===== src/mtf_pkg.sv =====
// shared types, codes and constants for the modbus tcp master framer
// no dependencies; imported by every module of the block
package mtf_pkg;

    localparam int MAX_FRAME_BYTES = 260;
    localparam int RX_IDX_W        = $clog2(MAX_FRAME_BYTES + 1);

    // command codes on the input tuser
    localparam logic [1:0] CMD_REQ  = 2'd0;
    localparam logic [1:0] CMD_DATA = 2'd1;
    localparam logic [1:0] CMD_RX   = 2'd2;

    // result kinds on the output tuser
    localparam logic [1:0] KIND_TX     = 2'd0;
    localparam logic [1:0] KIND_REG    = 2'd1;
    localparam logic [1:0] KIND_COIL   = 2'd2;
    localparam logic [1:0] KIND_STATUS = 2'd3;

    // function codes
    localparam logic [7:0] FC_READ_COILS    = 8'd1;
    localparam logic [7:0] FC_READ_INPUTS   = 8'd2;
    localparam logic [7:0] FC_READ_HOLDING  = 8'd3;
    localparam logic [7:0] FC_READ_INPUT_RG = 8'd4;
    localparam logic [7:0] FC_WRITE_COIL    = 8'd5;
    localparam logic [7:0] FC_WRITE_REG     = 8'd6;
    localparam logic [7:0] FC_WRITE_COILS   = 8'd15;
    localparam logic [7:0] FC_WRITE_REGS    = 8'd16;
    localparam logic [7:0] FC_EXCEPTION     = 8'h80;

    // status codes
    localparam logic [2:0] ST_OK           = 3'd0;
    localparam logic [2:0] ST_ILLEGAL_FUNC = 3'd1;
    localparam logic [2:0] ST_GATEWAY      = 3'd7;

    localparam logic [15:0] COIL_ON = 16'hFF00;

    typedef struct packed {
        logic [1:0]  cmd;
        logic [7:0]  func_code;
        logic [15:0] reg_address;
        logic [10:0] quantity;
        logic [15:0] data_word;
        logic [7:0]  rx_byte;
        logic        rx_last;
    } t_item;

    typedef struct packed {
        logic [1:0]  kind;
        logic [7:0]  tx_byte;
        logic        frame_last;
        logic [15:0] reg_word;
        logic [7:0]  coil_bits;
        logic [3:0]  coil_count;
        logic [2:0]  status;
    } t_result;

    // exception code to status
    function automatic logic [2:0] classify(input logic [7:0] code);
        logic [2:0] st;
        if (code >= 8'd1 && code <= 8'd6) begin
            st = code[2:0];
        end else if (code == 8'd10 || code == 8'd11) begin
            st = ST_GATEWAY;
        end else begin
            st = ST_OK;
        end
        return st;
    endfunction

endpackage


===== src/mtf_core.sv =====
// protocol state and per-result logic of the modbus tcp master framer
// depends on mtf_pkg; state is updated once, when the held item is committed
module mtf_core
    import mtf_pkg::*;
(
    input  logic          i_clk,
    input  logic          i_rst_n,
    input  logic          i_cfg_we,
    input  logic [7:0]    i_cfg_data,
    input  t_item         i_item,
    input  logic [3:0]    i_idx,
    input  logic          i_commit,
    output t_result       o_res,
    output logic [3:0]    o_count
);

    logic [15:0]         r_tid,    n_tid;
    logic [7:0]          r_efunc,  n_efunc;
    logic [10:0]         r_pq,     n_pq;
    logic [10:0]         r_ec,     n_ec;
    logic [7:0]          r_cacc,   n_cacc;
    logic [2:0]          r_cfill,  n_cfill;
    logic [RX_IDX_W-1:0] r_rxi,    n_rxi;
    logic [7:0]          r_rxhi,   n_rxhi;
    logic                r_exf,    n_exf;
    logic [7:0]          r_exc,    n_exc;
    logic [7:0]          r_unit;

    // request framing terms
    logic        known, multi;
    logic [15:0] tail;
    logic [11:0] bc;
    logic [11:0] qty_ext;
    logic [15:0] len;
    logic [3:0]  nbytes;
    logic [7:0]  fbyte;
    // data and response terms
    logic [11:0] ec_inc;
    logic        done;
    logic [7:0]  coil_byte;
    logic        coil_emit;
    logic        dec;
    t_result     dec_res;
    logic [10:0] rem;
    logic [3:0]  cnum;
    logic [8:0]  cmask;
    logic        in_range;

    always_comb begin
        qty_ext = {1'b0, i_item.quantity};
        known   = 1'b1;
        multi   = 1'b0;
        tail    = 16'd0;
        bc      = 12'd0;
        case (i_item.func_code)
            FC_READ_COILS, FC_READ_INPUTS, FC_READ_HOLDING, FC_READ_INPUT_RG: begin
                tail = {5'd0, i_item.quantity};
            end
            FC_WRITE_COIL: begin
                tail = i_item.data_word[0] ? COIL_ON : 16'd0;
            end
            FC_WRITE_REG: begin
                tail = i_item.data_word;
            end
            FC_WRITE_COILS: begin
                multi = 1'b1;
                tail  = {5'd0, i_item.quantity};
                bc    = (qty_ext + 12'd7) >> 3;
            end
            FC_WRITE_REGS: begin
                multi = 1'b1;
                tail  = {5'd0, i_item.quantity};
                bc    = {i_item.quantity, 1'b0};
            end
            default: begin
                known = 1'b0;
            end
        endcase
        len    = multi ? (16'd7 + {4'd0, bc}) : 16'd6;
        nbytes = multi ? 4'd13 : 4'd12;
        case (i_idx)
            4'd0:    fbyte = r_tid[15:8];
            4'd1:    fbyte = r_tid[7:0];
            4'd4:    fbyte = len[15:8];
            4'd5:    fbyte = len[7:0];
            4'd6:    fbyte = r_unit;
            4'd7:    fbyte = i_item.func_code;
            4'd8:    fbyte = i_item.reg_address[15:8];
            4'd9:    fbyte = i_item.reg_address[7:0];
            4'd10:   fbyte = tail[15:8];
            4'd11:   fbyte = tail[7:0];
            4'd12:   fbyte = bc[7:0];
            default: fbyte = 8'd0;
        endcase
    end

    always_comb begin
        ec_inc    = {1'b0, r_ec} + 12'd1;
        done      = (ec_inc == {1'b0, r_pq});
        coil_byte = r_cacc | ({7'd0, i_item.data_word[0]} << r_cfill);
        coil_emit = (r_cfill == 3'd7) || done;
        in_range  = ({{(32 - RX_IDX_W){1'b0}}, r_rxi} < 32'(MAX_FRAME_BYTES));
        rem       = r_pq - r_ec;
        cnum      = (rem > 11'd8) ? 4'd8 : rem[3:0];
        cmask     = (9'd1 << cnum) - 9'd1;
    end

    always_comb begin
        o_res   = '0;
        o_count = 4'd0;
        dec     = 1'b0;
        dec_res = '0;
        n_tid   = r_tid;
        n_efunc = r_efunc;
        n_pq    = r_pq;
        n_ec    = r_ec;
        n_cacc  = r_cacc;
        n_cfill = r_cfill;
        n_rxi   = r_rxi;
        n_rxhi  = r_rxhi;
        n_exf   = r_exf;
        n_exc   = r_exc;
        case (i_item.cmd)
            CMD_REQ: begin
                n_ec    = '0;
                n_cacc  = '0;
                n_cfill = '0;
                n_rxi   = '0;
                n_rxhi  = '0;
                n_exf   = 1'b0;
                n_exc   = '0;
                if (known) begin
                    o_count          = nbytes;
                    o_res.kind       = KIND_TX;
                    o_res.tx_byte    = fbyte;
                    o_res.frame_last = (i_idx == nbytes - 4'd1) &&
                                       (!multi || i_item.quantity == 11'd0);
                    n_efunc          = i_item.func_code;
                    n_pq             = i_item.quantity;
                    n_tid            = r_tid + 16'd1;
                end else begin
                    o_count      = 4'd1;
                    o_res.kind   = KIND_STATUS;
                    o_res.status = ST_ILLEGAL_FUNC;
                    n_efunc      = '0;
                    n_pq         = '0;
                end
            end
            CMD_DATA: begin
                if (r_ec < r_pq) begin
                    if (r_efunc == FC_WRITE_REGS) begin
                        o_count          = 4'd2;
                        o_res.kind       = KIND_TX;
                        o_res.tx_byte    = (i_idx == 4'd0) ? i_item.data_word[15:8]
                                                           : i_item.data_word[7:0];
                        o_res.frame_last = (i_idx != 4'd0) && done;
                        n_ec             = ec_inc[10:0];
                    end else if (r_efunc == FC_WRITE_COILS) begin
                        o_count          = coil_emit ? 4'd1 : 4'd0;
                        o_res.kind       = KIND_TX;
                        o_res.tx_byte    = coil_byte;
                        o_res.frame_last = done;
                        n_ec             = ec_inc[10:0];
                        n_cacc           = coil_emit ? 8'd0 : coil_byte;
                        n_cfill          = coil_emit ? 3'd0 : r_cfill + 3'd1;
                    end
                end
            end
            CMD_RX: begin
                if (in_range) begin
                    n_rxi = r_rxi + RX_IDX_W'(1);
                    if (r_rxi == RX_IDX_W'(7)) begin
                        if (r_efunc < FC_EXCEPTION &&
                            i_item.rx_byte == (r_efunc | FC_EXCEPTION)) begin
                            n_exf = 1'b1;
                        end
                    end else if (r_rxi == RX_IDX_W'(8)) begin
                        if (r_exf) begin
                            n_exc = i_item.rx_byte;
                        end
                    end else if (r_rxi >= RX_IDX_W'(9) && !r_exf && r_ec < r_pq) begin
                        if (r_efunc == FC_READ_HOLDING || r_efunc == FC_READ_INPUT_RG) begin
                            // payload starts at an odd index: odd is the high byte
                            if (r_rxi[0]) begin
                                n_rxhi = i_item.rx_byte;
                            end else begin
                                dec              = 1'b1;
                                dec_res.kind     = KIND_REG;
                                dec_res.reg_word = {r_rxhi, i_item.rx_byte};
                                n_ec             = ec_inc[10:0];
                            end
                        end else if (r_efunc == FC_READ_COILS ||
                                     r_efunc == FC_READ_INPUTS) begin
                            dec                = 1'b1;
                            dec_res.kind       = KIND_COIL;
                            dec_res.coil_bits  = i_item.rx_byte & cmask[7:0];
                            dec_res.coil_count = cnum;
                            n_ec               = r_ec + {7'd0, cnum};
                        end
                    end
                end
                o_count = {3'd0, dec} + {3'd0, i_item.rx_last};
                if (dec && i_idx == 4'd0) begin
                    o_res = dec_res;
                end else begin
                    o_res.kind   = KIND_STATUS;
                    o_res.status = n_exf ? classify(n_exc) : ST_OK;
                end
                if (i_item.rx_last) begin
                    n_rxi = '0;
                    n_exf = 1'b0;
                    n_exc = '0;
                end
            end
            default: begin
                o_count = 4'd0;
            end
        endcase
    end

    always_ff @(posedge i_clk) begin
        if (!i_rst_n) begin
            r_tid   <= '0;
            r_efunc <= '0;
            r_pq    <= '0;
            r_ec    <= '0;
            r_cacc  <= '0;
            r_cfill <= '0;
            r_rxi   <= '0;
            r_rxhi  <= '0;
            r_exf   <= 1'b0;
            r_exc   <= '0;
            r_unit  <= '0;
        end else begin
            if (i_cfg_we) begin
                r_unit <= i_cfg_data;
            end
            if (i_commit) begin
                r_tid   <= n_tid;
                r_efunc <= n_efunc;
                r_pq    <= n_pq;
                r_ec    <= n_ec;
                r_cacc  <= n_cacc;
                r_cfill <= n_cfill;
                r_rxi   <= n_rxi;
                r_rxhi  <= n_rxhi;
                r_exf   <= n_exf;
                r_exc   <= n_exc;
            end
        end
    end

endmodule


===== src/mtf_out_reg.sv =====
// result register of the modbus tcp master framer, holds one item for the receiver
// depends on mtf_pkg for the result struct
module mtf_out_reg
    import mtf_pkg::*;
(
    input  logic    i_clk,
    input  logic    i_rst_n,
    input  logic    i_load,
    input  t_result i_res,
    input  logic    i_ready,
    output logic    o_valid,
    output t_result o_res,
    output logic    o_free
);

    logic    r_valid;
    t_result r_res;

    assign o_free  = !r_valid || i_ready;
    assign o_valid = r_valid;
    assign o_res   = r_res;

    always_ff @(posedge i_clk) begin
        if (!i_rst_n) begin
            r_valid <= 1'b0;
        end else if (o_free) begin
            r_valid <= i_load;
        end
    end

    always_ff @(posedge i_clk) begin
        if (o_free && i_load) begin
            r_res <= i_res;
        end
    end

endmodule


===== src/modbus_tcp_master_framer.sv =====
// modbus tcp master framer: item register, result sequencing and port packing
// depends on mtf_pkg, mtf_core and mtf_out_reg
//
// usage: items enter on the s_axis channel; tuser carries the command (start
// request, write data word, response byte) and tlast marks the last response
// byte. results leave on m_axis; tuser carries the kind (transmit byte,
// register word, coil bits, status) and tlast marks the final request byte.
// the user must write the unit id on the cfg channel only while the block is
// idle; the block does not enforce it. an accepted item sits in the item
// register and hands out one result per cycle into the output register while
// that register is free: a request gives 12 or 13 results (one for an unknown
// function), a multi-write register word 2, a coil bit 0 or 1 and a response
// byte 0 to 2. results reach m_axis from the output register; the next item
// is taken in the cycle the last result of the current one is loaded there.
// reset clears all protocol state and both valid flags; if the receiver holds
// tready low the output register holds its item and the sequence pauses.
module modbus_tcp_master_framer
    import mtf_pkg::*;
(
    input  logic        i_clk,
    input  logic        i_rst_n,
    input  logic        i_cfg_valid,
    output logic        o_cfg_ready,
    input  logic [7:0]  i_cfg_data,
    input  logic        s_axis_tvalid,
    output logic        s_axis_tready,
    input  logic [63:0] s_axis_tdata,  // func_code, reg_address, quantity, data_word, rx_byte, zero fill
    input  logic [1:0]  s_axis_tuser,  // cmd
    input  logic        s_axis_tlast,  // rx_last
    output logic        m_axis_tvalid,
    input  logic        m_axis_tready,
    output logic [39:0] m_axis_tdata,  // tx_byte, reg_word, coil_bits, coil_count, status, zero fill
    output logic [1:0]  m_axis_tuser,  // kind
    output logic        m_axis_tlast   // frame_last
);

    logic       r_busy;
    t_item      r_item;
    logic [3:0] r_idx;

    t_result    core_res;
    t_result    out_res;
    logic [3:0] count;
    logic       out_free;
    logic       emit;
    logic       finish;
    logic       accept;
    t_item      in_item;

    assign o_cfg_ready = 1'b1;

    assign in_item.cmd         = s_axis_tuser;
    assign in_item.func_code   = s_axis_tdata[7:0];
    assign in_item.reg_address = s_axis_tdata[23:8];
    assign in_item.quantity    = s_axis_tdata[34:24];
    assign in_item.data_word   = s_axis_tdata[50:35];
    assign in_item.rx_byte     = s_axis_tdata[58:51];
    assign in_item.rx_last     = s_axis_tlast;

    assign emit   = r_busy && (r_idx < count) && out_free;
    assign finish = r_busy && ((count == 4'd0) || (emit && r_idx == count - 4'd1));
    assign s_axis_tready = !r_busy || finish;
    assign accept = s_axis_tvalid && s_axis_tready;

    mtf_core u_core (
        .i_clk      (i_clk),
        .i_rst_n    (i_rst_n),
        .i_cfg_we   (i_cfg_valid),
        .i_cfg_data (i_cfg_data),
        .i_item     (r_item),
        .i_idx      (r_idx),
        .i_commit   (finish),
        .o_res      (core_res),
        .o_count    (count)
    );

    mtf_out_reg u_out (
        .i_clk   (i_clk),
        .i_rst_n (i_rst_n),
        .i_load  (emit),
        .i_res   (core_res),
        .i_ready (m_axis_tready),
        .o_valid (m_axis_tvalid),
        .o_res   (out_res),
        .o_free  (out_free)
    );

    always_ff @(posedge i_clk) begin
        if (!i_rst_n) begin
            r_busy <= 1'b0;
            r_idx  <= '0;
        end else begin
            if (accept) begin
                r_busy <= 1'b1;
            end else if (finish) begin
                r_busy <= 1'b0;
            end
            if (finish) begin
                r_idx <= '0;
            end else if (emit) begin
                r_idx <= r_idx + 4'd1;
            end
        end
    end

    always_ff @(posedge i_clk) begin
        if (accept) begin
            r_item <= in_item;
        end
    end

    assign m_axis_tuser = out_res.kind;
    assign m_axis_tlast = out_res.frame_last;
    assign m_axis_tdata = {1'b0, out_res.status, out_res.coil_count, out_res.coil_bits,
                           out_res.reg_word, out_res.tx_byte};

endmodule


===== config.mk =====
export PLATFORM = sky130hd
export DESIGN_NAME = modbus_tcp_master_framer
export DESIGN_NICKNAME = d
export VERILOG_FILES = /design/src/mtf_pkg.sv /design/src/mtf_core.sv /design/src/mtf_out_reg.sv /design/src/modbus_tcp_master_framer.sv
export SDC_FILE = /design/constraint.sdc
export NUM_CORES = 1
export LEC_CHECK = 0
export CAP_MARGIN = 20
export CELL_PAD_IN_SITES_DETAIL_PLACEMENT = 1
export CELL_PAD_IN_SITES_GLOBAL_PLACEMENT = 1
export CORE_MARGIN = 4
export CORE_UTILIZATION = 50
export CTS_BUF_LIST = sky130_fd_sc_hd__clkbuf_16
export DETAILED_ROUTE_END_ITERATION = 6
export DONT_BUFFER_PORTS = 1
export PLACE_DENSITY = 0.89
export SETUP_SLACK_MARGIN = 0.5
export SYNTH_ARGS = -nofsm -noshare
export SYNTH_HDL_FRONTEND = slang
export SYNTH_SLANG_ARGS = --single-unit

===== constraint.sdc =====
create_clock -name i_clk -period 8 [get_ports i_clk]
set_input_delay 2 -clock i_clk [delete_from_list [all_inputs] [get_ports i_clk]]
set_output_delay 2 -clock i_clk [all_outputs]
set_load 0.01 [all_outputs]

==> metrics.csv <==
stage;metric;value;unit
floorplanning;Starting Density;51.4;%
pwr;clock power share;47.7;%
critical_path;slowest CP cell;or4_1;
pwr;P_sw;0.000595;W
pwr;power density over the cells;192;mW/mm^2
cells_and_area;area of the multi-input gates;0.00629;mm^2
clock_network;CTS H-tree lvls;1;
timing;RSZ-0062 raised after global routing;no;
timing;worst slew pin tran;0.954;ns
clock_network;Worst-Skew Late Latency;0.53;ns
cells_and_area;most frequent cells in the layout;edfxtp_1, nor2_1, dfxtp_1;
timing;Fin. Hold Viols;0;
logic_synthesis;syn_area_per_cell;9.52;um^2
pwr;internal power;0.00189;W
critical_path;CP max stage delay;0.68;ns
floorplanning;Die X;162;um
drt;remaining antenna violation count;0;
critical_path;worst setup path class;reg2out;
timing;max-slew violation count;0;
clock_network;CTS Sinks;201;
cells_and_area;fillers;2532;
critical_path;Setup crit end kind;primary output;
floorplanning;Core Footprint;0.0229;mm^2
placed_design;DP Wirelength;25900;um
pwr;Comb pwr share;5.8;%
critical_path;arrival time worst endpoint;5.36;ns
logic_synthesis;post-synthesis cell type count;93;
clock_network;clock buffer depth;3;
drt;Vias per Instance;6.58;
drt;wire per inst;24.5;um
cells_and_area;Seq. cell area;0.00508;mm^2
pwr;sequential power share;46.5;%
drt;Vias;10127;
clock_network;Worst-path clk slew;0.06;ns
placed_design;gpl congestion;0.910;
critical_path;crit path cell chain;or4_1, a2111oi_2, nor4b_4, o211a_4, o2111a_2, ha_1, a22o_1, inv_1, o21a_1, or2_2, ha_1, ha_1, xnor2_1, or3_4, nor3_4, a21oi_2, mux2i_2, nand2b_4;
drt;Routed WL;37600;um
run_status;failing checks;design-rule violations;
cells_and_area;fraction of layout cells with a size suffix above 1;10.5;%
timing;fin crit share;92.0;%
logic_synthesis;Warnings, synthesis;0;
cells_and_area;Layout Utilization;56.6;%
clock_network;CTS tree;done;
timing;Clock Skews;0.0144;ns
cells_and_area;area delta synth->final;10.1;%
floorplanning;die area;0.0261;mm^2
global_route;total gr overflow;0;
critical_path;Critical Path Fanout Max;6;
logic_synthesis;synthesized area;0.0118;mm^2
timing;Setup TNS;0;ns
floorplanning;I/O pins;126;
drt;first-pass detailed-route iteration total;7;
cells_and_area;most common cell after layout, fill and taps aside;edfxtp_1;
cells_and_area;n_diodes;0;
clock_network;cts bufs inserted;24;
logic_synthesis;Post-Syn Nets;1358;
hold_path;Worst Hold Class;reg2reg;
critical_path;Most Frequent Cell on Critical Path;ha_1;
global_route;first-pass GRT wire length;57500;um
job;max_cap viols;0;
pwr;switching share of power;23.9;%
logic_synthesis;Seq/Total Area, Yosys;43.0;%
timing;Slew HR;36.4;%
pwr;Leak;4.48;nW
global_route;Tot GR Track Use;27.5;%
placed_design;number of port buffers;0;
clock_network;CTS Hold Bufs;0;
run_status;outcome;complete, but fails checks;
critical_path;CP Launch Type;register;
logic_synthesis;flops & latches, synth;201;
drt;drc violations;1;
drt;iteration-0 DRC count of the detailed router;886;
global_route;initial antenna violation count;0;
logic_synthesis;Post-synth EDFFs;104;
global_route;pin count of the biggest net entering global routing;49;
timing;Tmin final;7.36;ns
pwr;total power;0.00249;W
cells_and_area;NumNets Final;1329;
floorplanning;FP Rows;55;
critical_path;CP Buf/Inv Count;1;
logic_synthesis;Primary FF master, synth;edfxtp_1;
clock_network;root buf cell;clkbuf_16;
logic_synthesis;ys async rst share;0;%
global_route;vias in the first global route;10382;
timing;Max Clk Rate;136;MHz
critical_path;CP delay by family, top;simple AND/OR/NAND/NOR gates;
pwr;VDD IR max;0.195;mV
floorplanning;DIE HEIGHT;162;um
critical_path;Worst Path Required;6.00;ns
logic_synthesis;gate count after technology mapping;1237;
timing;Final Setup Violations;0;
-- cell families after synthesis --
| family | after synthesis | share of synthesized area [%] |
|---|---|---|
| muxes | 51 | 4.57 |
| AOI/OAI and AO/OA | 344 | 21.0 |
| xor gates and xnor gates | 52 | 3.87 |
| and+or+nand+nor | 421 | 18.6 |
| other | 2 | 0.0637 |
| DFF | 201 | 43.0 |
| buffers and inverters | 125 | 4.42 |
| adders and majority gates | 41 | 4.48 |
-- timing repair --
item / CTS / global route
setup buffers: 1 / 9
endpoints found under the setup margin: 1 / 1
gates cloned: 0 / 0
pin swaps: 0 / 5
gates resized for setup: 9 / 21
-- cell type report --
cell class / instances / area share, %
multi-input combinational: 911 / 48.5
clock inverter: 18 / 1.78
inverter: 47 / 1.39
clock buffer: 25 / 4.82
timing repair buffer: 23 / 1.33
tap: 313 / 3.02
sequential: 201 / 39.2
-- synthesized netlist by cell type (10+ instances only) --
cell type / instances / area (um^2)
edfxtp_1: 104 / 3120
dfxtp_1: 97 / 1940
nor2_1: 96 / 360
nand2_1: 80 / 300
a21oi_1: 73 / 365
o21ai_0: 52 / 260
clkbuf_1: 50 / 188
inv_1: 47 / 176
nand3_1: 44 / 220
mux2i_1: 43 / 430
ha_1: 39 / 488
and2_1: 30 / 188
or3_1: 28 / 175
a22o_1: 27 / 236
xnor2_1: 26 / 228
xor2_1: 26 / 228
nor3_1: 24 / 120
nand4_1: 23 / 144
a22oi_1: 21 / 158
nand2b_1: 19 / 119
and3_1: 13 / 81.3
buf_2: 13 / 65.1
nor2b_1: 13 / 81.3
a221oi_1: 12 / 105
o211ai_1: 12 / 90.1
o21a_1: 12 / 90.1
o22ai_1: 12 / 75.1
or2_2: 11 / 68.8
a21o_1: 10 / 75.1
nor4_1: 10 / 62.6
-- per-layer routing --
metal,share of wire (%),GRT usage [%]
met2,50,48.8
met4,5.1,12.8
met3,6.0,4.36
met5,0,0
met1,39,32.6
-- stage by stage --
stage          instance area, um^2  cells  setup slack [ns]  hold slack, ns
2_1_floorplan                11800   1237              1.41           0.429
4_1_cts                      12800   1529             0.537           0.461
6_report                     13000   1538             0.641           0.459
3_5_place_dp                 11900   1485             0.627           0.449
3_3_place_gp                 11900   1485             0.842           0.436
5_1_grt                      13000   1538             0.451           0.476
-- flip-flops by register name, summed over array words and instances (netlist names), 8 cells and up --
signal,cells
r_item,62
u_core.r_cacc,8
u_core.r_ec,11
u_core.r_efunc,8
u_core.r_exc,8
u_core.r_pq,11
u_core.r_rxhi,8
u_core.r_rxi,9
u_core.r_tid,16
u_core.r_unit,8
u_out.o_res,42
-- power groups by stage --
stage | registers [W] | clock network, W | logic (W)
CTS | 0.00116 | 0.00120 | 0.000137
floorplan | 0.00115 | 0 | 0.000112
global placement | 0.00118 | 0 | 0.000127
global route | 0.00116 | 0.00125 | 0.000155
detailed placement | 0.00118 | 0 | 0.000132
finish | 0.00116 | 0.00119 | 0.000144
-- worst min-delay path: stages, from the launching register on --
cell     delay [ns]
dfxtp_1        0.30
nand2_1        0.05
mux2i_1        0.06
-- final timing paths --
| path | from | end | cells after the start | slack [ns] |
|---|---|---|---|---|
| min reg2reg | u_core.r_rxhi[3] | u_core.r_rxhi[3] | 2 | 0.46 |
| max | u_core.r_rxi[4] | s_axis_tready | 18 | 0.64 |
| min | u_core.r_rxhi[3] | u_core.r_rxhi[3] | 2 | 0.46 |
| max reg2reg | u_core.r_rxi[4] | u_core.r_rxhi[2] | 21 | 1.74 |
Note: power is estimated with default switching activity, not from simulation.
